[config.mk]
export PLATFORM = sky130hd
export DESIGN_NAME = va3_div_cell
export DESIGN_NICKNAME = d
export VERILOG_FILES = /design/src/hw/rtl/va3_pkg.sv /design/src/hw/rtl/va3_div_cell.sv
export SDC_FILE = /design/constraint.sdc
export NUM_CORES = 1
export LEC_CHECK = 0
export ABC_CLOCK_PERIOD_IN_PS = 800
export BUFFER_PORTS_ARGS = -buffer_cell sky130_fd_sc_hd__buf_4
export CORE_AREA = 2 2 446 448
export DETAILED_ROUTE_END_ITERATION = 7
export DIE_AREA = 0 0 448 450
export PLACE_DENSITY_LB_ADDON = 0.15
export SLEW_MARGIN = 20
export SYNTH_ARGS = -nofsm -noshare
export SYNTH_HDL_FRONTEND = slang
export SYNTH_SLANG_ARGS = --single-unit
export TNS_END_PERCENT = 10
[constraint.sdc]
create_clock -name clk_i -period 0.8 [get_ports clk_i]
set_input_delay 0.04 -clock clk_i [delete_from_list [all_inputs] [get_ports clk_i]]
set_output_delay 0.04 -clock clk_i [all_outputs]
set_load 0.02 [all_outputs]
[src/hw/rtl/va3_pkg.sv]
// va3_pkg: shared types, opcode and status codes for the three-component vector ALU.
// No dependencies; every other file of the block imports it.
package va3_pkg;

  // Opcodes
  localparam logic [3:0] OP_ADD   = 4'd0;
  localparam logic [3:0] OP_SUB   = 4'd1;
  localparam logic [3:0] OP_NEG   = 4'd2;
  localparam logic [3:0] OP_SCALE = 4'd3;
  localparam logic [3:0] OP_DIV   = 4'd4;
  localparam logic [3:0] OP_DOT   = 4'd5;
  localparam logic [3:0] OP_CROSS = 4'd6;
  localparam logic [3:0] OP_LEN   = 4'd7;
  localparam logic [3:0] OP_NORM  = 4'd8;

  // Status codes
  localparam logic [1:0] ST_OK  = 2'd0;
  localparam logic [1:0] ST_SAT = 2'd1;
  localparam logic [1:0] ST_DZ  = 2'd2;

  localparam logic [31:0] S32_MAX = 32'h7fff_ffff;
  localparam logic [31:0] S32_MIN = 32'h8000_0000;

  // One root bit per square-root cell
  localparam int unsigned SQ_STEPS = 32;

  typedef struct packed {
    logic [3:0]         opcode;
    logic signed [31:0] a_x;
    logic signed [31:0] a_y;
    logic signed [31:0] a_z;
    logic signed [31:0] b_x;
    logic signed [31:0] b_y;
    logic signed [31:0] b_z;
    logic signed [31:0] scalar_in;
  } va3_in_t;

  typedef struct packed {
    logic signed [31:0] r_x;
    logic signed [31:0] r_y;
    logic signed [31:0] r_z;
    logic signed [31:0] scalar_out;
    logic [1:0]         status;
  } va3_out_t;

  // Per-item side data that rides along the whole chain
  typedef struct packed {
    logic [3:0]       opcode;
    logic [2:0][31:0] r;
    logic [31:0]      sc;
    logic             sat;
    logic             dz;
    logic [2:0]       a_neg;
    logic             s_neg;
    logic [31:0]      dmag;
    logic [2:0][31:0] amag;
    logic [31:0]      len;
  } carry_t;

  // Square-root cell state
  typedef struct packed {
    logic [33:0] rem;
    logic [63:0] src;
    logic [31:0] root;
  } sq_t;

  // Clamp a 66-bit signed value to 32 bits; MSB of the result flags saturation
  function automatic logic [32:0] clamp66(input logic [65:0] v);
    logic [32:0] res;
    if (v[65:31] == {35{v[65]}}) begin
      res = {1'b0, v[31:0]};
    end else if (v[65]) begin
      res = {1'b1, S32_MIN};
    end else begin
      res = {1'b1, S32_MAX};
    end
    return res;
  endfunction

endpackage

[src/hw/rtl/va3_div_cell.sv]
// va3_div_cell: one restoring division step on three lanes sharing a divisor.
// Depends on va3_pkg.
module va3_div_cell #(
  parameter int unsigned FRAC_BITS = 16,
  localparam int unsigned NW = 32 + FRAC_BITS
) (
  input  logic                   clk_i,
  input  logic                   rst_ni,
  input  logic                   en_i,
  input  logic                   valid_i,
  input  va3_pkg::carry_t        carry_i,
  input  logic [31:0]            d_i,
  input  logic [2:0][31:0]       rem_i,
  input  logic [2:0][NW-1:0]     nq_i,
  output logic                   valid_o,
  output va3_pkg::carry_t        carry_o,
  output logic [31:0]            d_o,
  output logic [2:0][31:0]       rem_o,
  output logic [2:0][NW-1:0]     nq_o
);
  import va3_pkg::*;

  logic [32:0]          t [3];
  logic [32:0]          diff [3];
  logic [2:0]           ge;
  logic [2:0][31:0]     rem_d, rem_q;
  logic [2:0][NW-1:0]   nq_d, nq_q;
  logic [31:0]          d_q;
  carry_t               carry_q;
  logic                 valid_q;

  // Shift in the next dividend bit, subtract when it fits; quotient bit enters at LSB
  always_comb begin
    for (int i = 0; i < 3; i++) begin
      t[i]     = {rem_i[i], nq_i[i][NW-1]};
      diff[i]  = t[i] - {1'b0, d_i};
      ge[i]    = (t[i] >= {1'b0, d_i});
      rem_d[i] = ge[i] ? diff[i][31:0] : t[i][31:0];
      nq_d[i]  = {nq_i[i][NW-2:0], ge[i]};
    end
  end

  always_ff @(posedge clk_i or negedge rst_ni) begin
    if (!rst_ni) begin
      valid_q <= 1'b0;
    end else if (en_i) begin
      valid_q <= valid_i;
    end
  end

  always_ff @(posedge clk_i) begin
    if (en_i) begin
      rem_q   <= rem_d;
      nq_q    <= nq_d;
      d_q     <= d_i;
      carry_q <= carry_i;
    end
  end

  assign valid_o = valid_q;
  assign carry_o = carry_q;
  assign d_o     = d_q;
  assign rem_o   = rem_q;
  assign nq_o    = nq_q;

endmodule

# After elaboration in Yosys (flattened, before gate mapping)
# Cells that the tools add are included.
# op_classes
magnitude_cmp	3
add_sub_neg	3
n_mux	3
# ops
cell	n
33-bit by 32-bit greater-or-equal comparator with 1-bit output	3
32-bit 2-to-1 mux	3
32-bit subtractor	3
# totals
out_inout_bits	571
elab_cells	31
ff_bits	571
input_bits	574

# Longest topological paths before layout
# depth
word_depth	2
depth_mapped	15
ltp_nobuf	12

# Least setup slack after synthesis
# No wires, ideal clock.
# synth_path
path_type	input to register
from	input port d_i[1]
to	register rem_q (netlist bit rem_o[41]), data pin
stages	14
setup_ps	260
arrival_ps	2512
path_buffers	2
setup_slack_ps	-1973
required_time_ps	540
path_cell_list	inv_1 -> ha_1 -> nor2b_4 -> o21ai_2 -> a21boi_2 -> or3_4 -> a311oi_2 -> nor3_2 -> o2111ai_4 -> and2_4 -> buf_12 -> inv_8 -> buf_12 -> mux2_4
# synth_rtl
item	line	source
from (decl)	va3_div_cell.sv:12	input logic [31:0] d_i,
to (signal assigned)	va3_div_cell.sv:53	rem_q <= rem_d;
to (decl)	va3_div_cell.sv:26	logic [2:0][31:0] rem_d, rem_q;

==> impl_metrics.py <==
metrics = {
    "logic_synthesis": {
        "synth.distinct_cells": 77,
        "synth_area_um2": 23800,
        "synth_warnings": 0,
        "netlist_instances": 1534,
        "synth_edf_count": 570,
        "synth_top_area_share_pct": 71.93,
        "async_reset_ff_share_pct": 0.1751,
        "ys_seq_area_share_pct": 72.04,
        "synth_seq_cells": 571,
        "synth_common_cells": "edfxtp_1 (570), ha_1 (96), nand2_1 (91), o21ai_0 (91), a21oi_1 (81)",
        "avgSynthCellArea_um2": 15.51,
        "syn_nets": 2207,
        "synth_area_leaders": "edfxtp_1 (72%), ha_1 (5.0%), o21ai_0 (1.9%)",
        "yosysTopAreaCell": "edfxtp_1",
        "synth_ff_type": "edfxtp_1",
        "yosysMostFrequentCell": "edfxtp_1",
    },
    "flow_run": {
        "cap_violations": 0,
    },
    "global_routing": {
        "grt_max_degree": 40,
        "grt-ovfl-total": 0,
        "grt_pass1_vias": 24657,
        "grt_use_total_pct": 13.77,
        "grt_pass1_wl_um": 193400,
        "antenna_found_initial": 25,
    },
    "setup_path": {
        "crit_chain": "buf_8 -> clkinvlp_4 -> buf_12 -> ha_4 -> buf_4 -> nand2_1 -> or3_4 -> o41ai_4 -> or3_4 -> a21oi_2 -> or2_4 -> inv_4 -> buf_6 -> buf_12 -> mux2_4",
        "crit_family": "simple AND/OR/NAND/NOR gates",
        "crit_arrival_ns": 2.69,
        "path_class": "in2reg",
        "crit_path_end_kind": "flop",
        "critPathSlowestCell": "or3_4",
        "critPathLaunchType": "input pin",
        "crit_fanout": 6,
        "worst_path_largest_cell_delay_ns": 0.40,
        "crit_buf_inv": 7,
        "crit_required_ns": 1.23,
    },
    "clock_tree": {
        "clk_latency_ns": 0.69,
        "clkTransAtPathRegs_ns": 0.06,
        "clockBufferDepth": 3,
        "htree_levels": 3,
        "cts_buffers": 79,
        "cts_tree": "yes",
        "clock_sinks": 571,
        "cts_root_buffer": "clkbuf_16",
    },
    "min_path": {
        "hp-class": "in2reg",
    },
    "timing": {
        "grt_setup_unrepaired": "true",
        "final.setup.worst_slack_ns": -1.463,
        "hold_viol": 8,
        "finalSetupViolations": 846,
        "setup_tns_ns": -403.62,
        "hold-worst-slack_ns": -0.4595,
        "fin_crit_ns": 2.263,
        "fmax_mhz": 441.9,
        "relSlewSlack_pct": 61.80,
        "skew_ns": 0,
        "min_period_over_period_pct": 282.8,
        "tightest_slew_ns": 0.5718,
        "slew_viol_final": 0,
    },
    "power": {
        "seq_power_share_pct": 37.2,
        "swShare_pct": 29.47,
        "power_density_nw_per_um2": 1937,
        "p_clk_share_pct": 35.2,
        "power.internal_uw": 70920,
        "switchingPower_uw": 29640,
        "combPwrFrac_pct": 27.6,
        "leakage_uw": 0.02173,
        "ir_drop_mv": 1.413,
    },
    "routing": {
        "vias": 22990,
        "ant_nets": 0,
        "drt-vias-per-instance": 3.426,
        "drt_iter0_drc": 837,
        "drc": 0,
        "wl_per_cell_um": 21.69,
        "drt-pass1-iter-count": 4,
        "wirelength_um": 145500,
    },
    "finish": {
        "nNetsFinal": 4681,
        "syn2layout_area_growth_pct": 118.1,
        "drive_above_1_share_pct": 50.32,
    },
    "floorplanning": {
        "io_pins": 1145,
        "coreArea_um2": 196600,
        "die_w_um": 448,
        "rows": 163,
        "die_h_um": 450,
        "dieArea_um2": 201600,
        "initial_utilization_pct": 12.10,
    },
    "placed_design": {
        "hpwlAfterDp_um": 117300,
        "gp_congestion": 0.8030,
        "numPortBuffers": 1144,
    },
    "status": {
        "violations": "negative hold slack, negative setup slack",
        "outcome": "finished with violations",
    },
}
-- flip-flops by register name (all words and copies together), names as in the netlist --
signal	flops
valid_o	1
rem_o	96
carry_o	298
d_o	32
nq_o	144
-- routing by layer --
metal	GRT usage (%)	routed length [µm]	vias to the layer above
li1	-	-	10871
met1	13.47	49770	11283
met2	28.59	84940	663
met3	2.607	7155	167
met4	3.562	3631	6
met5	0	34	-
-- cells by family (layout without fill, tap and decap cells) --
logic type | Yosys count | after routing | synth area share [%]
fa+ha+maj | 99 | 99 | 5.300
buf+inv | 116 | 2648 | 2.119
simple gates | 285 | 285 | 5.968
mux | 50 | 50 | 2.613
compound gates | 340 | 340 | 9.276
xor+xnor | 73 | 73 | 2.687
other cells | 0 | 4 | 0
flops | 571 | 571 | 72.04
-- placed cells by master, fill, tap and decap left out, types with 36 or more instances in the layout --
cell type / n
o21ai_0: 36
dlygate4sd3_1: 763
edfxtp_1: 570
clkbuf_16: 80
buf_12: 43
ha_1: 59
buf_6: 57
nand2_1: 70
xnor2_1: 49
inv_1: 50
a21o_1: 56
buf_4: 1564
a21oi_1: 62
nor2_1: 46
-- per-stage QoR --
step                      instance area, µm²  setup slack, ns  std cells  power, µW  utilization, %
final                                  51900           -1.463       6710     100600           26.40
after global routing                   51900           -1.491       6709     105200           26.40
after CTS                              51030           -1.453       6686     102100           25.96
after detailed placement               39540           -2.778       5749      60590           20.11
after global placement                 39540           -2.806       5749      60760           20.11
after floorplan                        23860           -1.841       1534      46230               -
-- power groups by stage --
stage               sequential, µW  clock, µW  combinational, µW
global route                 37600      38100              29400
finish                       37400      35400              27700
CTS                          37400      37200              27500
floorplan                    41300          0               4940
global placement             38000          0              22800
detailed placement           38000          0              22600
-- path summary, 6_finish.rpt --
kind                            startpoint       end  slack (ns)  depth (start not counted)
worst max-delay path                d_i[9]  rem_o[5]       -1.46                         15
worst min-delay path               d_i[11]   d_o[11]       -0.46                          1
worst max register to register     valid_o   valid_o        0.05                          1
worst min register to register     valid_o   valid_o        0.53                          1
max in group asynchronous           rst_ni   valid_o        0.52                          3
min in group asynchronous           rst_ni   valid_o        0.18                          3
-- repair_timing --
item | in CTS | in global routing
hold endpoints to repair | 776 | 19
endpoints found under the setup margin | 670 | 921
hold buffers | 757 | 11
buffers inserted | 40 | 24
resized for setup | 247 | 169
gates cloned | 4 | 1
pin swaps | 55 | 87
-- area by class of cell --
type | instances | area, µm²
diodes | 4 | 10.01
clock buffers | 96 | 2041
clock inverters | 43 | 488.0
fillers | 20913 | 144700
inverters | 70 | 337.8
multi-input cells | 847 | 7522
flip-flops and latches | 571 | 17140
well taps | 2640 | 3303
repair buffers | 2439 | 21060
No activity file was read; power rests on OpenSTA's default activity.
