**src/hw/rtl/va3_pkg.sv**
```systemverilog
// va3_pkg: shared types, opcode and status codes for the three-component vector ALU.
// No dependencies; every other file of the block imports it.
package va3_pkg;

  // Opcodes
  localparam logic [3:0] OP_ADD   = 4'd0;
  localparam logic [3:0] OP_SUB   = 4'd1;
  localparam logic [3:0] OP_NEG   = 4'd2;
  localparam logic [3:0] OP_SCALE = 4'd3;
  localparam logic [3:0] OP_DIV   = 4'd4;
  localparam logic [3:0] OP_DOT   = 4'd5;
  localparam logic [3:0] OP_CROSS = 4'd6;
  localparam logic [3:0] OP_LEN   = 4'd7;
  localparam logic [3:0] OP_NORM  = 4'd8;

  // Status codes
  localparam logic [1:0] ST_OK  = 2'd0;
  localparam logic [1:0] ST_SAT = 2'd1;
  localparam logic [1:0] ST_DZ  = 2'd2;

  localparam logic [31:0] S32_MAX = 32'h7fff_ffff;
  localparam logic [31:0] S32_MIN = 32'h8000_0000;

  // One root bit per square-root cell
  localparam int unsigned SQ_STEPS = 32;

  typedef struct packed {
    logic [3:0]         opcode;
    logic signed [31:0] a_x;
    logic signed [31:0] a_y;
    logic signed [31:0] a_z;
    logic signed [31:0] b_x;
    logic signed [31:0] b_y;
    logic signed [31:0] b_z;
    logic signed [31:0] scalar_in;
  } va3_in_t;

  typedef struct packed {
    logic signed [31:0] r_x;
    logic signed [31:0] r_y;
    logic signed [31:0] r_z;
    logic signed [31:0] scalar_out;
    logic [1:0]         status;
  } va3_out_t;

  // Per-item side data that rides along the whole chain
  typedef struct packed {
    logic [3:0]       opcode;
    logic [2:0][31:0] r;
    logic [31:0]      sc;
    logic             sat;
    logic             dz;
    logic [2:0]       a_neg;
    logic             s_neg;
    logic [31:0]      dmag;
    logic [2:0][31:0] amag;
    logic [31:0]      len;
  } carry_t;

  // Square-root cell state
  typedef struct packed {
    logic [33:0] rem;
    logic [63:0] src;
    logic [31:0] root;
  } sq_t;

  // Clamp a 66-bit signed value to 32 bits; MSB of the result flags saturation
  function automatic logic [32:0] clamp66(input logic [65:0] v);
    logic [32:0] res;
    if (v[65:31] == {35{v[65]}}) begin
      res = {1'b0, v[31:0]};
    end else if (v[65]) begin
      res = {1'b1, S32_MIN};
    end else begin
      res = {1'b1, S32_MAX};
    end
    return res;
  endfunction

endpackage

```
**src/hw/rtl/va3_back.sv**
```systemverilog
// va3_back: quotient sign and clamp, opcode-based result select, status encode.
// Depends on va3_pkg.
module va3_back #(
  parameter int unsigned FRAC_BITS = 16,
  localparam int unsigned NW = 32 + FRAC_BITS
) (
  input  logic               clk_i,
  input  logic               rst_ni,
  input  logic               en_i,
  input  logic               valid_i,
  input  va3_pkg::carry_t    carry_i,
  input  logic [2:0][NW-1:0] q_i,
  output logic               valid_o,
  output va3_pkg::va3_out_t  data_o
);
  import va3_pkg::*;

  logic [2:0][31:0] qr;
  logic [2:0]       qsat;
  logic             neg;
  logic [31:0]      sc;
  logic [2:0][31:0] r;
  logic             sat;
  va3_out_t         out_d, out_q;
  logic             valid_q;

  always_comb begin
    // Signed, clamped quotients
    for (int i = 0; i < 3; i++) begin
      neg = (carry_i.opcode == OP_DIV) ? (carry_i.a_neg[i] ^ carry_i.s_neg)
                                       : carry_i.a_neg[i];
      if (neg) begin
        if ((q_i[i][NW-1:32] != '0) || (q_i[i][31] && (q_i[i][30:0] != '0))) begin
          qr[i]   = S32_MIN;
          qsat[i] = 1'b1;
        end else begin
          qr[i]   = ~q_i[i][31:0] + 32'd1;
          qsat[i] = 1'b0;
        end
      end else if (q_i[i][NW-1:31] != '0) begin
        qr[i]   = S32_MAX;
        qsat[i] = 1'b1;
      end else begin
        qr[i]   = q_i[i][31:0];
        qsat[i] = 1'b0;
      end
    end
    r   = carry_i.r;
    sc  = carry_i.sc;
    sat = carry_i.sat;
    unique case (carry_i.opcode)
      OP_DIV: begin
        if (!carry_i.dz) begin
          r   = qr;
          sat = |qsat;
        end
      end
      OP_NORM: begin
        if (carry_i.len != '0) begin
          r   = qr;
          sat = |qsat;
        end
      end
      OP_LEN: begin
        if (carry_i.len[31]) begin
          sc  = S32_MAX;
          sat = 1'b1;
        end else begin
          sc = carry_i.len;
        end
      end
      default: ;
    endcase
    out_d.r_x        = r[0];
    out_d.r_y        = r[1];
    out_d.r_z        = r[2];
    out_d.scalar_out = sc;
    out_d.status     = carry_i.dz ? ST_DZ : (sat ? ST_SAT : ST_OK);
  end

  always_ff @(posedge clk_i or negedge rst_ni) begin
    if (!rst_ni) begin
      valid_q <= 1'b0;
    end else if (en_i) begin
      valid_q <= valid_i;
    end
  end

  always_ff @(posedge clk_i) begin
    if (en_i) begin
      out_q <= out_d;
    end
  end

  assign valid_o = valid_q;
  assign data_o  = out_q;

endmodule

```
**config.mk**
```make
export PLATFORM = sky130hd
export DESIGN_NAME = va3_back
export DESIGN_NICKNAME = d
export VERILOG_FILES = /design/src/hw/rtl/va3_pkg.sv /design/src/hw/rtl/va3_back.sv
export SDC_FILE = /design/constraint.sdc
export NUM_CORES = 1
export LEC_CHECK = 0
export BUFFER_PORTS_ARGS = -buffer_cell sky130_fd_sc_hd__buf_2
export CORE_AREA = 4 4 221 223
export DETAILED_ROUTE_END_ITERATION = 10
export DIE_AREA = 0 0 225 227
export PLACE_DENSITY = 0.47
export SLEW_MARGIN = 20
export SYNTH_ARGS = -nofsm -noshare
export SYNTH_HDL_FRONTEND = slang
export SYNTH_SLANG_ARGS = --single-unit
```
**constraint.sdc**
```tcl
create_clock -name clk_i -period 0.92 [get_ports clk_i]
set_clock_uncertainty 0.05 [all_clocks]
set_input_delay 0.184 -clock clk_i [delete_from_list [all_inputs] [get_ports clk_i]]
set_output_delay 0.184 -clock clk_i [all_outputs]
set_load 0.01 [all_outputs]
```
=== Word-level counts from Yosys, hierarchy flattened ===
Cells that the tools add are included.

* Bits in registers: 131
* Bits in latches: 0
* RAM bits: 0
* Memory bits (read-only): 0
* Input bits: 446
* Output and inout port bits: 131
* Word-level logic and storage cells: 66
* Memories: 0

* Add/sub/neg operators: 3
* Multiply operators: 0
* Div/mod/pow operators: 0
* Magnitude comparators: 0
* Eq/ne operators: 3
* Shift operators: 0
* Mux-type cells: 31
* Bitwise logic cells: 6
* Reduce and logical (&&, ||, !) cells: 17

{| class="wikitable"
|+ Operator list
! cell !! count
|-
| $mux W32 || 10
|-
| $mux W96 || 2
|-
| $pmux W96 S2 || 1
|-
| $add A32 B1 Y32 const B || 3
|-
| $not A32 Y32 || 3
|-
| $reduce_bool A31 Y1 || 3
|-
| $reduce_bool A17 Y1 || 3
|-
| $reduce_bool A16 Y1 || 3
|-
| $reduce_bool A32 Y1 || 1
|-
| $mux W31 || 1
|-
| $mux W1 || 16
|-
| $eq A4 B3 Y1 const B || 2
|-
| $eq A4 B4 Y1 const B || 1
|-
| $logic_and A1 B1 Y1 || 3
|-
| $logic_or A1 B1 Y1 || 3
|-
| $pmux W1 S3 || 1
|-
| $reduce_or A3 Y1 || 1
|-
| $xor A1 B1 Y1 || 3
|}

=== Longest topological paths before layout ===
* Word-level depth: 9
* Gate-level depth with buffers: 9
* Depth with buffers taken out: 8

=== Worst setup path before layout ===
OpenSTA, ideal clock, no wires.

* Path type: input port to flip-flop
* From: input q_i[48] (netlist bit)
* To: register out_q, in the netlist data_o[90] (data pin)
* Setup time: 0.261 ns
* Data arrival time: 2.310 ns
* Data required time: 0.609 ns
* Setup slack: -1.701 ns
* Stages on the path: 8
* Path buffers: 0
* Path through: inv_1 -> ha_1 -> or4b_1 -> or4_4 -> or2_2 -> or4_1 -> o211ai_1 -> o21ai_0

{| class="wikitable"
|+ RTL lines
! what !! line !! source
|-
| start, declared || va3_back.sv:12 || <nowiki>input logic [2:0][NW-1:0] q_i,</nowiki>
|-
| end signal, assigned || va3_back.sv:91 || <nowiki>out_q <= out_d;</nowiki>
|-
| end, declared || va3_back.sv:24 || <nowiki>va3_out_t out_d, out_q;</nowiki>
|}

==> flow_summary.toml <==
[status]
status = "finished with violations"
violations = "setup timing"

[detailed_routing]
first_pass_iters = 5
vias = 12200
remaining_drc_errors = 0
first_iter_violations = 615
wirelength_mm = 50.0
ant_nets = 0
wl_per_cell_um = 19.4
routed_via_density = 4.71

[clocking]
clkTransAtPathRegs_ns = 0.06
cts_tree = "done"
clock_sinks = 131
cts_buffers = 17
cts-root-buf = "clkbuf_16"
clkLatencyLatePin_ns = 0.47
cts_buffer_depth = 2
htreeDepth = 4

[power]
seq_power_share = 0.347
p_sw_frac = 0.285
p_int_uw = 15200
p_leak_uw = 0.00840
power_frac_comb = 0.297
p_sw_uw = 6060
clock_power_share = 0.355
power_density_mw_per_mm2 = 1070
ir_drop_v = 0.00137

[floorplan]
ioPinCount = 577
fp-row-count = 79
die_h_um = 227
dieArea_mm2 = 0.0511
dieWidth_um = 225
core_mm2 = 0.0466
start_util = 0.187

[worst_setup_path]
critPathArrivalTime_ns = 2.52
crit_slowest_cell = "or4_4"
crit_buf_inv = 3
path_cells = "buf_6 > or4_4 > or4_4 > or3_4 > o21ai_4 > buf_12 > buf_4 > a21oi_2 > o31ai_1"
critical-path-max-stage-delay_ns = 0.58
worstPathMaxFanout = 5
start_kind = "input pin"
critPathKind = "in -> reg"
critPathTopFamily = "simple AND/OR/NAND/NOR gates"
crit_required_ns = 1.17
cp_common_cell = "or4_4"
crit_path_end_kind = "flip-flop"

[sta]
whs_ns = 0.0301
rsz0062_at_grt = "yes"
fmax_ghz = 0.441
fin_setup_tns_ns = -151.56
tightest_slew_ns = 0.720
finalCritPeriodShare = 2.47
drv_slew = 0
fin_ws_ns = -1.35
period_needed_ns = 2.27
max-slew-margin-rel = 0.516
finalSetupViolations = 261
hold_viol = 0

[yosys]
yosysMostFrequentCell = "nand2_1"
ys_ff_latch = 131
synthTopCellsByCount = "nand2_1 (155), edfxtp_1 (130), nor2_1 (102)"
synth_top_cell_by_area = "edfxtp_1"
yosys.area.top_type_share = 0.448
synth_edf_count = 130
synth.distinct_cells = 70
seq_area_frac_synth = 0.451
syn-instance-count = 990
synth_area_per_cell_um2 = 8.79
syn_area_mm2 = 0.00870
yosysWarnings = 0
synth.area.top_cells = "edfxtp_1 (45%), nand2_1 (6.7%), o21ai_0 (5.3%), nor2_1 (4.4%), a21oi_1 (3.7%)"
ys.flop_type = "edfxtp_1"
syn_nets = 1439
synthArstFlopShare = 0.00763

[placement]
io_buffers = 448
preCtsSetupSlack_ns = -1.92
dp_hpwl_mm = 36.2
gp_congestion = 0.865

[layout]
fin_nets = 2412
drive_gt1_frac = 0.619
synthToLayoutAreaGrowth_pct = 128

[global_routing]
grt_pass1_vias = 12400
met1_usage = 0.222
grt_pass1_wl_mm = 70.7
met3_usage = 0.0454
top_usage_layer = "met2"
gr-total-overflow = 0
grtUsageMet2 = 0.315
grt_max_degree = 64
antenna_found_initial = 4
grt_use_total = 0.180

[min_path]
hp-class = "in -> reg"

[flow_run]
maxCapViolCount = 0
routing by layer:
layer,part of all wire,vias to the layer above,wire (µm)
met5,0.00026,-,13
met3,0.066,56,3290
met4,0.018,2,905
met2,0.50,457,24800
li1,-,5812,-
met1,0.42,5850,21000
metrics by stage:
stage,total power [µW],util,instance area [µm²],std cells
after floorplan,9040,-,9270,990
after global placement,12000,0.313,14600,2313
after detailed placement,12000,0.313,14600,2313
after CTS,20900,0.397,18500,2547
after global routing,22200,0.425,19800,2584
final,21300,0.425,19800,2585
state kept, by name (all words and copies together) (netlist names):
signal / cells
data_o: 130
valid_o: 1
repair_timing:
action / in CTS / in global routing
setup buffers: 68 / 43
pin swaps: 124 / 113
hold buffers: 131 / 3
resized for setup: 256 / 241
setup endpoints to repair: 241 / 250
endpoints found under the hold margin: 126 / 3
cloned: 12 / 7
tightest hold or removal path, stage by stage:
cell	delay, ns
buf_2	0.08
nand2_1	0.08
o41ai_2	0.09
power groups by stage:
stage / registers [µW] / clock network, µW / logic (µW)
after floorplan: 7750 / 0 / 1280
after global placement: 7490 / 0 / 4510
after detailed placement: 7490 / 0 / 4510
after CTS: 7390 / 7810 / 5730
after global routing: 7430 / 8000 / 6770
final: 7390 / 7570 / 6330
placed cells by master, fill, tap and decap left out, types with 7 or more instances in the layout:
cell type,count
a21oi_1,22
a21oi_2,31
a21oi_4,11
a31oi_1,7
buf_12,39
buf_2,419
buf_4,316
buf_6,93
clkbuf_16,21
dlygate4sd3_1,134
edfxtp_1,130
inv_1,8
nand2_1,122
nand2_2,12
nand2_4,20
nand2b_1,9
nand3_1,21
nand4_1,14
nor2_1,85
nor2_2,9
nor2_4,9
nor3_1,21
nor4_1,27
nor4_2,7
nor4_4,8
o211ai_1,9
o21ai_0,13
o21ai_1,25
o21ai_2,50
o22ai_2,8
o311a_1,7
o31ai_1,9
o31ai_2,21
o31ai_4,14
o41ai_2,15
or2_4,8
or3_1,10
or4_1,8
or4_4,10
xnor2_1,12
path summary, 6_finish.rpt:
| check | end | cells after the start | startpoint | slack (ns) |
|---|---|---|---|---|
| max in group asynchronous | valid_o$_DFFE_PN0P_ | 3 | rst_ni | 0.23 |
| worst min-delay path | data_o[102]$_DFFE_PP_ | 3 | carry_i[202] | 0.03 |
| worst min register to register | valid_o$_DFFE_PN0P_ | 2 | valid_o$_DFFE_PN0P_ | 0.57 |
| worst max register to register | valid_o$_DFFE_PN0P_ | 2 | valid_o$_DFFE_PN0P_ | 0 |
| worst max-delay path | data_o[83]$_DFFE_PP_ | 9 | q_i[59] | -1.35 |
| min in group asynchronous | valid_o$_DFFE_PN0P_ | 3 | rst_ni | 0.49 |
final cells by class:
type | count | area (µm²)
tap | 607 | 759
timing repair buffer | 1014 | 7940
fill | 4434 | 26700
inverter | 13 | 56.3
multi-input combinational | 786 | 6490
antenna | 3 | 7.51
clock buffer | 19 | 433
sequential | 131 | 3930
clock inverter | 12 | 188
logic make-up after synthesis:
logic type	after synthesis	share of synthesized area
AOI/OAI and AO/OA	313	0.237
xor gates and xnor gates	14	0.0141
and+or+nand+nor	451	0.255
adders and majority gates	3	0.00431
buffers and inverters	76	0.0355
muxes	2	0.00244
DFF	131	0.451
Power figures use the tool's default switching activity.
