<file path="src/hw/rtl/va3_pkg.sv">
// va3_pkg: shared types, opcode and status codes for the three-component vector ALU.
// No dependencies; every other file of the block imports it.
package va3_pkg;

  // Opcodes
  localparam logic [3:0] OP_ADD   = 4'd0;
  localparam logic [3:0] OP_SUB   = 4'd1;
  localparam logic [3:0] OP_NEG   = 4'd2;
  localparam logic [3:0] OP_SCALE = 4'd3;
  localparam logic [3:0] OP_DIV   = 4'd4;
  localparam logic [3:0] OP_DOT   = 4'd5;
  localparam logic [3:0] OP_CROSS = 4'd6;
  localparam logic [3:0] OP_LEN   = 4'd7;
  localparam logic [3:0] OP_NORM  = 4'd8;

  // Status codes
  localparam logic [1:0] ST_OK  = 2'd0;
  localparam logic [1:0] ST_SAT = 2'd1;
  localparam logic [1:0] ST_DZ  = 2'd2;

  localparam logic [31:0] S32_MAX = 32'h7fff_ffff;
  localparam logic [31:0] S32_MIN = 32'h8000_0000;

  // One root bit per square-root cell
  localparam int unsigned SQ_STEPS = 32;

  typedef struct packed {
    logic [3:0]         opcode;
    logic signed [31:0] a_x;
    logic signed [31:0] a_y;
    logic signed [31:0] a_z;
    logic signed [31:0] b_x;
    logic signed [31:0] b_y;
    logic signed [31:0] b_z;
    logic signed [31:0] scalar_in;
  } va3_in_t;

  typedef struct packed {
    logic signed [31:0] r_x;
    logic signed [31:0] r_y;
    logic signed [31:0] r_z;
    logic signed [31:0] scalar_out;
    logic [1:0]         status;
  } va3_out_t;

  // Per-item side data that rides along the whole chain
  typedef struct packed {
    logic [3:0]       opcode;
    logic [2:0][31:0] r;
    logic [31:0]      sc;
    logic             sat;
    logic             dz;
    logic [2:0]       a_neg;
    logic             s_neg;
    logic [31:0]      dmag;
    logic [2:0][31:0] amag;
    logic [31:0]      len;
  } carry_t;

  // Square-root cell state
  typedef struct packed {
    logic [33:0] rem;
    logic [63:0] src;
    logic [31:0] root;
  } sq_t;

  // Clamp a 66-bit signed value to 32 bits; MSB of the result flags saturation
  function automatic logic [32:0] clamp66(input logic [65:0] v);
    logic [32:0] res;
    if (v[65:31] == {35{v[65]}}) begin
      res = {1'b0, v[31:0]};
    end else if (v[65]) begin
      res = {1'b1, S32_MIN};
    end else begin
      res = {1'b1, S32_MAX};
    end
    return res;
  endfunction

endpackage

</file>
<file path="src/hw/rtl/va3_sqrt_cell.sv">
// va3_sqrt_cell: one restoring square-root step, produces one root bit per cell.
// Depends on va3_pkg.
module va3_sqrt_cell (
  input  logic            clk_i,
  input  logic            rst_ni,
  input  logic            en_i,
  input  logic            valid_i,
  input  va3_pkg::carry_t carry_i,
  input  va3_pkg::sq_t    st_i,
  output logic            valid_o,
  output va3_pkg::carry_t carry_o,
  output va3_pkg::sq_t    st_o
);
  import va3_pkg::*;

  logic [35:0] t;
  logic [35:0] trial;
  logic [35:0] diff;
  logic        ge;
  sq_t         st_d, st_q;
  carry_t      carry_q;
  logic        valid_q;

  // Bring down two radicand bits, try root*4+1
  always_comb begin
    t          = {st_i.rem, st_i.src[63:62]};
    trial      = {2'b00, st_i.root, 2'b01};
    diff       = t - trial;
    ge         = (t >= trial);
    st_d.rem   = ge ? diff[33:0] : t[33:0];
    st_d.src   = {st_i.src[61:0], 2'b00};
    st_d.root  = {st_i.root[30:0], ge};
  end

  always_ff @(posedge clk_i or negedge rst_ni) begin
    if (!rst_ni) begin
      valid_q <= 1'b0;
    end else if (en_i) begin
      valid_q <= valid_i;
    end
  end

  always_ff @(posedge clk_i) begin
    if (en_i) begin
      st_q    <= st_d;
      carry_q <= carry_i;
    end
  end

  assign valid_o = valid_q;
  assign carry_o = carry_q;
  assign st_o    = st_q;

endmodule

</file>
<file path="config.mk">
export PLATFORM = sky130hd
export DESIGN_NAME = va3_sqrt_cell
export DESIGN_NICKNAME = d
export VERILOG_FILES = /design/src/hw/rtl/va3_pkg.sv /design/src/hw/rtl/va3_sqrt_cell.sv
export SDC_FILE = /design/constraint.sdc
export NUM_CORES = 1
export LEC_CHECK = 0
export BUFFER_PORTS_ARGS = -buffer_cell sky130_fd_sc_hd__buf_2
export CAP_MARGIN = 10
export CORE_AREA = 2 2 336 338
export DETAILED_ROUTE_END_ITERATION = 7
export DIE_AREA = 0 0 338 340
export PLACE_DENSITY_LB_ADDON = 0.12
export SLEW_MARGIN = 20
export SYNTH_ARGS = -nofsm -noshare
export SYNTH_HDL_FRONTEND = slang
export SYNTH_SLANG_ARGS = --single-unit
</file>
<file path="constraint.sdc">
create_clock -name clk_i -period 2.08 [get_ports clk_i]
set_input_delay 0.104 -clock clk_i [delete_from_list [all_inputs] [get_ports clk_i]]
set_output_delay 0.104 -clock clk_i [all_outputs]
set_load 0.005 [all_outputs]
</file>
After elaboration in Yosys (flattened, before gate mapping)
Index checks and enable logic that the tools add are counted.
{"block": "classes", "n_addsub": 1, "n_lt_le_gt_ge": 1, "muxes": 1}
{"op": "$ge A36 B34 Y1", "count": 1}
{"op": "$mux W34", "count": 1}
{"op": "$sub A34 B34 Y34", "count": 1}
{"block": "totals", "register_bits": 427, "input_bits": 432, "output_inout_bits": 429, "elab_cells": 21}

Logic depth before layout (Yosys ltp)
Gate-level depths: netlist (run 1).
{"block": "depth", "depth_word": 2, "depth_mapped": 13, "mapped_depth_nobuf": 10}

Worst setup path before layout (run 1)
No wires, ideal clock.
{"block": "synth_timing", "path_kind": "input port to flip-flop", "startpoint": "in st_i[9] (netlist bit)", "endpoint": "reg st_q (netlist bit st_o[123]) (data pin)", "arrival_time_ps": 2103, "required_ps": 1820, "setup_slack_ps": -283, "cell_stages": 10, "n_path_buf": 0, "cell_sequence": "inv_1 ha_1 a21o_1 a31o_1 a211oi_4 o211ai_2 a21bo_2 mux2i_1 o221ai_1 mux2_4"}
{"item": "start, declared", "line": "va3_sqrt_cell.sv:9", "rtl": "input va3_pkg::sq_t st_i,"}
{"item": "end signal, assigned", "line": "va3_sqrt_cell.sv:45", "rtl": "st_q <= st_d;"}
{"item": "end, declared", "line": "va3_sqrt_cell.sv:20", "rtl": "sq_t st_d, st_q;"}

==> results of run 1 <==
-- cell usage in the layout (no fill, tap or decap), types with 6 or more instances in the layout --
cell type	n
inv_1	37
ha_4	12
xor2_1	13
clkinv_2	10
nor3_1	10
buf_4	139
bufinv_16	8
a21oi_1	26
clkbuf_16	57
o21ai_0	37
buf_12	7
buf_2	857
ha_1	21
a21o_1	19
dlygate4sd3_1	430
edfxtp_1	426
xnor2_1	14
o21ai_1	6
clkinv_1	13
clkbuf_1	7
nor2_1	15
nand4_1	6
nand2_1	56
-- sequential cells by signal, summed over array words and instances, names as in the netlist --
name,cells
carry_o,298
st_o,128
valid_o,1
-- what timing repair did --
| item | 4_1_cts | 5_1_grt |
|---|---|---|
| buffers inserted | 0 | 2 |
| hold endpoints to repair | 442 | 0 |
| cloned | 0 | 2 |
| hold buffers | 430 | 0 |
| gates resized for setup | 5 | 7 |
| endpoints found under the setup margin | 26 | 33 |
| pin swaps | 2 | 12 |
-- layer usage --
layer / share of wire, % / vias up / GRT usage [%] / wire length [um]
met5: 0.17 / - / 0 / 118
met4: 2.3 / 18 / 2.96 / 1560
met3: 8.3 / 94 / 3.61 / 5730
met2: 53 / 479 / 21.3 / 36400
met1: 37 / 6138 / 12.0 / 25300
li1: - / 6077 / - / -
-- power by group through the flow --
stage	clock network [mW]	registers, mW	logic [mW]
finish	9.88	10.5	3.59
global placement	0	10.7	2.96
CTS	10.3	10.5	3.68
global route	10.6	10.6	3.93
detailed placement	0	10.7	2.95
floorplan	0	10.8	0.700
-- stage by stage --
step	power [mW]	setup slack [ns]	utilization (%)	setup TNS, ns	cells
after floorplan	11.5	-0.106	-	-0.494	808
after global placement	13.7	-0.716	20.4	-23.28	3294
after detailed placement	13.7	-0.779	20.4	-25.42	3294
after CTS	24.5	0.0192	26.0	0	3827
after global routing	25.1	-0.00295	26.0	-0.00295	3832
final	24.0	0.0151	26.0	0	3833
-- final cells by class --
type	instances	area (sq um)
inverters	43	176
clock buffers	63	1430
diodes	2	5.00
fillers	11800	82500
flip-flops and latches	427	12800
repair buffers	1435	9820
clock inverters	40	447
well taps	1500	1880
multi-input cells	323	2490
-- worst max path at each step --
stage	slack, ns	end	startpoint
final	0.02	st_o[123]	st_i[15]
after global routing	-0.003	st_o[97]	st_i[17]
after CTS	0.02	st_o[122]	st_i[0]
after detailed placement	-0.78	st_o[109]	st_i[5]
after global placement	-0.72	st_o[107]	st_i[5]
after floorplan	-0.11	st_o[123]	st_i[105]
-- kinds of logic (layout without fill, tap and decap cells) --
| kind of cell | after synthesis | after routing | synth area share, % |
|---|---|---|---|
| DFF | 427 | 427 | 83.8 |
| muxes | 6 | 6 | 0.433 |
| xor gates and xnor gates | 27 | 27 | 1.55 |
| other | 1 | 4 | 0.0245 |
| adders and majority gates | 34 | 34 | 2.78 |
| buffers and inverters | 59 | 1581 | 1.68 |
| AOI/OAI and AO/OA | 133 | 134 | 6.09 |
| and+or+nand+nor | 120 | 120 | 3.66 |
==> results.tsv, run 1 <==
stage	metric	value	unit
global_route	initial antenna violation count	13	
worst_setup_path	startpoint types	primary input	
timing	Max transition margin	56.4	%
logic_synthesis	synthesized area	15300	sq um
routing	Routed WL	69200	um
worst_setup_path	critical-path cell list	buf_2, inv_1, ha_4, a21o_1, a221oi_1, o31a_1, o221ai_1, a211oi_2, o21a_4, clkinv_4, mux2_4	
routing	DRC Markers	0	
logic_synthesis	top-count cell post-synth	edfxtp_1	
logic_synthesis	Post-synth EDFFs	426	
clock_network	clock sink count	427	
power_and_ir_drop	Worst IR Drop VDD	531	uV
logic_synthesis	async set-reset flop share out of synthesis	0.234	%
placed_design	GPL Wtd Cong	0.845	
routing	DR WL/cell	18.1	um
global_route	GR Overflow Total	0	
worst_setup_path	Crit-path slowest cell	a221oi_1	
worst_setup_path	CP bufs+invs	3	
power_and_ir_drop	combinational power share	15.0	%
clock_network	CTS Buf Count	55	
timing	Fin. Hold Viols	0	
die	starting density of the core	13.7	%
worst_setup_path	max incr delay on CP	0.37	ns
power_and_ir_drop	LEAKAGE	12.2	nW
logic_synthesis	Cell variety after synth	64	
placed_design	hpwl dp	54500	um
worst_setup_path	CP arrival	2.42	ns
timing	post-layout minimum cycle time	2.06	ns
worst_hold_path	Min-Delay Endpoint	st_o[100]	
clock_network	Root Driver	clkbuf_16	
clock_network	worst-skew pair later-pin latency	0.61	ns
routing	router iterations before antenna repair	6	
power_and_ir_drop	Clock Power Share	41.2	%
clock_network	Worst-path clk slew	0.06	ns
logic_synthesis	synth top area cells	edfxtp_1 (84%), ha_1 (2.8%), nand2_1 (1.4%)	
cells_and_area	Final Net Count	2751	
timing	period utilisation layout	99.3	%
logic_synthesis	Synth Flop Type	edfxtp_1	
logic_synthesis	commonest cells in the netlist	edfxtp_1 (426), nand2_1 (58), inv_1 (42)	
power_and_ir_drop	Pint	18.2	mW
logic_synthesis	top cell type by total area after synthesis	edfxtp_1	
die	die width	338	um
worst_setup_path	R2R setup slack	1.35	ns
timing	fmax	484	MHz
global_route	largest net degree at the start of global routing	53	
worst_hold_path	cell depth of the worst hold path	4	
worst_setup_path	worst endpoint required time	2.44	ns
logic_synthesis	Synth Instances	807	
worst_setup_path	Worst Setup End Kind	register	
status	status	finished clean	
routing	antenna viol nets, final	0	
logic_synthesis	Yosys reg bits	427	
global_route	first-pass GRT wire length	94400	um
worst_setup_path	worst reg2reg path endpoint	valid_o	
placed_design	Area after DPL	22800	sq um
power_and_ir_drop	power per standard cell area	826	nW/um^2
die	# rows	123	
timing	Hold WS	0.0730	ns
logic_synthesis	Syn Area/Cell	19.0	sq um
power_and_ir_drop	Net Sw Power	5.83	mW
cells_and_area	Final Cell Area	29100	sq um
die	Top Ports	861	
timing	Final setup viols	0	
power_and_ir_drop	Net Sw Frac	24.3	%
timing	worst-margin pin slew	0.654	ns
die	die footprint	115000	sq um
logic_synthesis	share of the synthesized area in the top cell type	83.6	%
worst_setup_path	worst-path maximum fanout	5	
flow_run	Max Cap Viol	0	
worst_setup_path	critical path's top delay family	compound AO/OA/AOI/OAI gates	
cells_and_area	Area Overhead vs Synth	89.9	%
routing	number of DRC markers in iteration 0	444	
logic_synthesis	register area share after synthesis	83.8	%
logic_synthesis	Synth warnings	0	
power_and_ir_drop	Sequential Power Share	43.9	%
clock_network	clock buffer depth	3	
clock_network	CTS H-tree depth	2	
worst_hold_path	Hold Startpoint	st_i[98]	
routing	Vias	12800	
worst_setup_path	CP Depth	11	
global_route	Total Routing Usage GR	11.3	%
global_route	number of global-route vias before repair	14000	
timing	Clock Skew	0	ns
worst_setup_path	FF-to-FF Start	valid_o	
timing	fin. max-slew vios	0	
clock_network	TritonCTS clock tree	done	
worst_setup_path	R2R depth	1	
placed_design	IO buf count	858	
cells_and_area	share of layout cells above drive strength 1	49.2	%
routing	vias per std cell	3.34	
worst_hold_path	Hold WC Path Type	primary input to register	
die	die span in y	340	um
worst_setup_path	WS Path Type	primary input to register	
die	Core Box Area	112000	sq um
Power figures use the tool's default switching activity.
==> inputs of run 2 (changes only) <==
==> constraint.sdc (replaced) <==
create_clock -name clk_i -period 2.08 [get_ports clk_i]
set_input_delay 0.416 -clock clk_i [delete_from_list [all_inputs] [get_ports clk_i]]
set_output_delay 0.416 -clock clk_i [all_outputs]
set_load 0.005 [all_outputs]
==> results.tsv, run 2 (synthesis results as in run 1) <==
stage	metric	value	unit	change
routing	router iterations before antenna repair	4		was 6
worst_setup_path	R2R depth	1		unchanged
cells_and_area	area of the multi-input gates	2990	sq um	was 2490 sq um
timing	worst setup margin	-0.158	ns	was 0.0151 ns
status	failing checks	setup timing		
worst_hold_path	Hold Startpoint	st_i[98]		unchanged
clock_network	Worst-path clk slew	0.06	ns	about the same
die	Core Box Area	112000	sq um	unchanged
worst_setup_path	Worst Setup End Kind	register		unchanged
worst_setup_path	Crit-path slowest cell	a311oi_2		was a221oi_1
power_and_ir_drop	power per standard cell area	816	nW/um^2	was 826 nW/um^2
timing	setup TNS	-2.79	ns	was 0 ns
die	die span in y	340	um	unchanged
flow_run	Max Cap Viol	0		unchanged
timing	Fin. Hold Viols	0		unchanged
timing	RSZ-0062 raised after global routing	yes		
cells_and_area	max FFs per register	298		unchanged
worst_setup_path	critical path's top delay family	compound AO/OA/AOI/OAI gates		unchanged
clock_network	clock buffer depth	3		unchanged
placed_design	GPL Wtd Cong	0.768		was 0.845
timing	post-layout minimum cycle time	2.24	ns	was 2.06 ns
routing	Routed WL	69700	um	was 69200 um
worst_setup_path	startpoint types	primary input		unchanged
die	Top Ports	861		unchanged
clock_network	Root Driver	clkbuf_16		unchanged
power_and_ir_drop	Net Sw Power	6.00	mW	was 5.83 mW
die	die width	338	um	unchanged
power_and_ir_drop	Sequential Power Share	43.1	%	was 43.9%
power_and_ir_drop	LEAKAGE	12.6	nW	was 12.2 nW
timing	Clock Skew	0	ns	unchanged
routing	Vias	12900		was 12800
worst_setup_path	max incr delay on CP	0.33	ns	was 0.37 ns
cells_and_area	share of layout cells above drive strength 1	54.0	%	was 49.2%
worst_hold_path	Min-Delay Endpoint	st_o[100]		unchanged
clock_network	CTS H-tree depth	2		unchanged
global_route	initial antenna violation count	9		was 13
routing	DRC Markers	0		unchanged
worst_hold_path	cell depth of the worst hold path	3		was 4
clock_network	CTS Buf Count	56		was 55
die	starting density of the core	13.7	%	unchanged
global_route	first-pass GRT wire length	96000	um	was 94400 um
cells_and_area	most common cell after layout, fill and taps aside	buf_2		unchanged
worst_setup_path	CP bufs+invs	4		was 3
worst_setup_path	worst-path maximum fanout	3		was 5
worst_setup_path	worst endpoint required time	2.47	ns	was 2.44 ns
cells_and_area	Area Overhead vs Synth	95.5	%	was 89.9%
global_route	GR Overflow Total	0		unchanged
timing	fin. max-slew vios	0		unchanged
clock_network	worst-skew pair later-pin latency	0.63	ns	was 0.61 ns
worst_setup_path	critical-path cell list	buf_6, ha_4, buf_6, o211a_1, o31a_1, buf_4, o21a_1, a311oi_2, o21ai_2, buf_6, a21oi_4, xor2_2, o21ai_1		was buf_2, inv_1, ha_4, a21o_1, a221oi_1, o31a_1, o221ai_1, a211oi_2, o21a_4, clkinv_4, mux2_4
power_and_ir_drop	Net Sw Frac	24.6	%	was 24.3%
routing	vias per std cell	3.36		was 3.34
global_route	largest net degree at the start of global routing	56		was 53
clock_network	clock sink count	427		unchanged
die	die footprint	115000	sq um	unchanged
global_route	Total Routing Usage GR	11.5	%	was 11.3%
worst_hold_path	Hold WC Path Type	primary input to register		unchanged
power_and_ir_drop	Worst IR Drop VDD	584	uV	was 531 uV
routing	number of DRC markers in iteration 0	389		was 444
power_and_ir_drop	Pint	18.4	mW	was 18.2 mW
cells_and_area	Filler cells	11700		was 11800
routing	antenna viol nets, final	0		unchanged
power_and_ir_drop	combinational power share	16.3	%	was 15.0%
cells_and_area	Final Net Count	2750		was 2751
worst_setup_path	FF-to-FF Start	valid_o		unchanged
worst_setup_path	WS Path Type	primary input to register		unchanged
cells_and_area	sequential cell area	12800	sq um	unchanged
worst_setup_path	R2R setup slack	1.34	ns	was 1.35 ns
worst_setup_path	cell mode on critical path	buf_6		
power_and_ir_drop	Tot Pwr	24.4	mW	was 24.0 mW
timing	fmax	447	MHz	was 484 MHz
die	# rows	123		unchanged
clock_network	TritonCTS clock tree	done		unchanged
global_route	number of global-route vias before repair	14100		was 14000
placed_design	IO buf count	858		unchanged
routing	DR WL/cell	18.2	um	was 18.1 um
placed_design	hpwl dp	53500	um	was 54500 um
status	status	complete, but fails checks		was finished clean
power_and_ir_drop	Clock Power Share	40.7	%	was 41.2%
timing	period utilisation layout	108	%	was 99.3%
cells_and_area	commonest non-fill, non-tap cells in the layout	buf_2 (838), edfxtp_1 (426), dlygate4sd3_1 (392), buf_4 (154), clkbuf_16 (56)		was buf_2 (857), dlygate4sd3_1 (430), edfxtp_1 (426), buf_4 (139), clkbuf_16 (57)
worst_setup_path	worst reg2reg path endpoint	valid_o		unchanged
timing	Final setup viols	31		was 0
worst_setup_path	CP arrival	2.63	ns	was 2.42 ns
[run 2: changes by cell type in the layout (fill, tap and decap cells not counted), sizes merged]
cell	delta
clkinvlp	-2
dlygate4sd3	-38
clkbuf	+3
o21a	-1
buf	+38
diode	+2
clkinv	-3
[run 2: tightest hold or removal path: cells and delay by family]
family                 cells  cell delay, ns
buffers and inverters      1            0.09
AND/OR/NAND/NOR            1            0.05
AO/OA/AOI/OAI              1            0.04
[run 2: worst max path at each step]
stage	start	end	slack [ns]	depth (start not counted)
after detailed placement	st_i[13]	st_o[115]	-1.09	10
final	st_i[97]	st_o[116]	-0.16	13
after CTS	st_i[97]	st_o[122]	-0.16	12
after global placement	st_i[0]	st_o[125]	-1.05	13
after floorplan	st_i[105]	st_o[123]	-0.42	9
after global routing	st_i[1]	st_o[122]	-0.23	13
[run 2: power groups by stage]
stage	logic, mW	clock network (mW)	registers, mW
5_1_grt	4.31	10.7	10.6
4_1_cts	3.96	10.4	10.5
2_1_floorplan	0.780	0	10.8
6_report	3.97	9.93	10.5
3_5_place_dp	3.06	0	10.7
3_3_place_gp	3.07	0	10.7
[run 2: what timing repair did]
| action | in CTS | in global routing |
|---|---|---|
| resized for setup | 108 | 75 |
| endpoints found under the setup margin | 35 | 35 |
| pin swaps | 49 | 39 |
| hold buffers | 392 | 0 |
| hold endpoints to repair | 392 | 0 |
| gates cloned | 8 | 0 |
| buffers inserted | 19 | 8 |
[run 2: through the flow]
step | instances | setup WS (ns) | cell area, sq um | hold WS (ns) | utilization, %
floorplan | 808 | -0.418 | 15700 | 0.120 | -
global placement | 3302 | -1.05 | 23000 | 0.205 | 20.6
detailed placement | 3302 | -1.09 | 23000 | 0.205 | 20.6
CTS | 3821 | -0.162 | 29500 | 0.000855 | 26.5
global route | 3830 | -0.231 | 29900 | 0.0238 | 26.8
finish | 3832 | -0.158 | 29900 | 0.0549 | 26.8
[run 2: per-layer routing]
metal | track usage (%) | vias to the layer above | routed length, um
li1 | - | 6082 | -
met1 | 11.9 | 6216 | 25100
met2 | 22.0 | 469 | 37300
met3 | 3.13 | 105 | 4980
met4 | 4.10 | 10 | 2270
met5 | 0 | - | 66
[run 2: cell type report]
cell class / instances / area share (%)
sequential: 427 / 42.9
tap: 1500 / 6.28
antenna: 4 / 0.0335
clock inverter: 35 / 1.45
clock buffer: 67 / 4.82
multi-input combinational: 322 / 9.99
timing repair buffer: 1434 / 33.9
inverter: 43 / 0.648
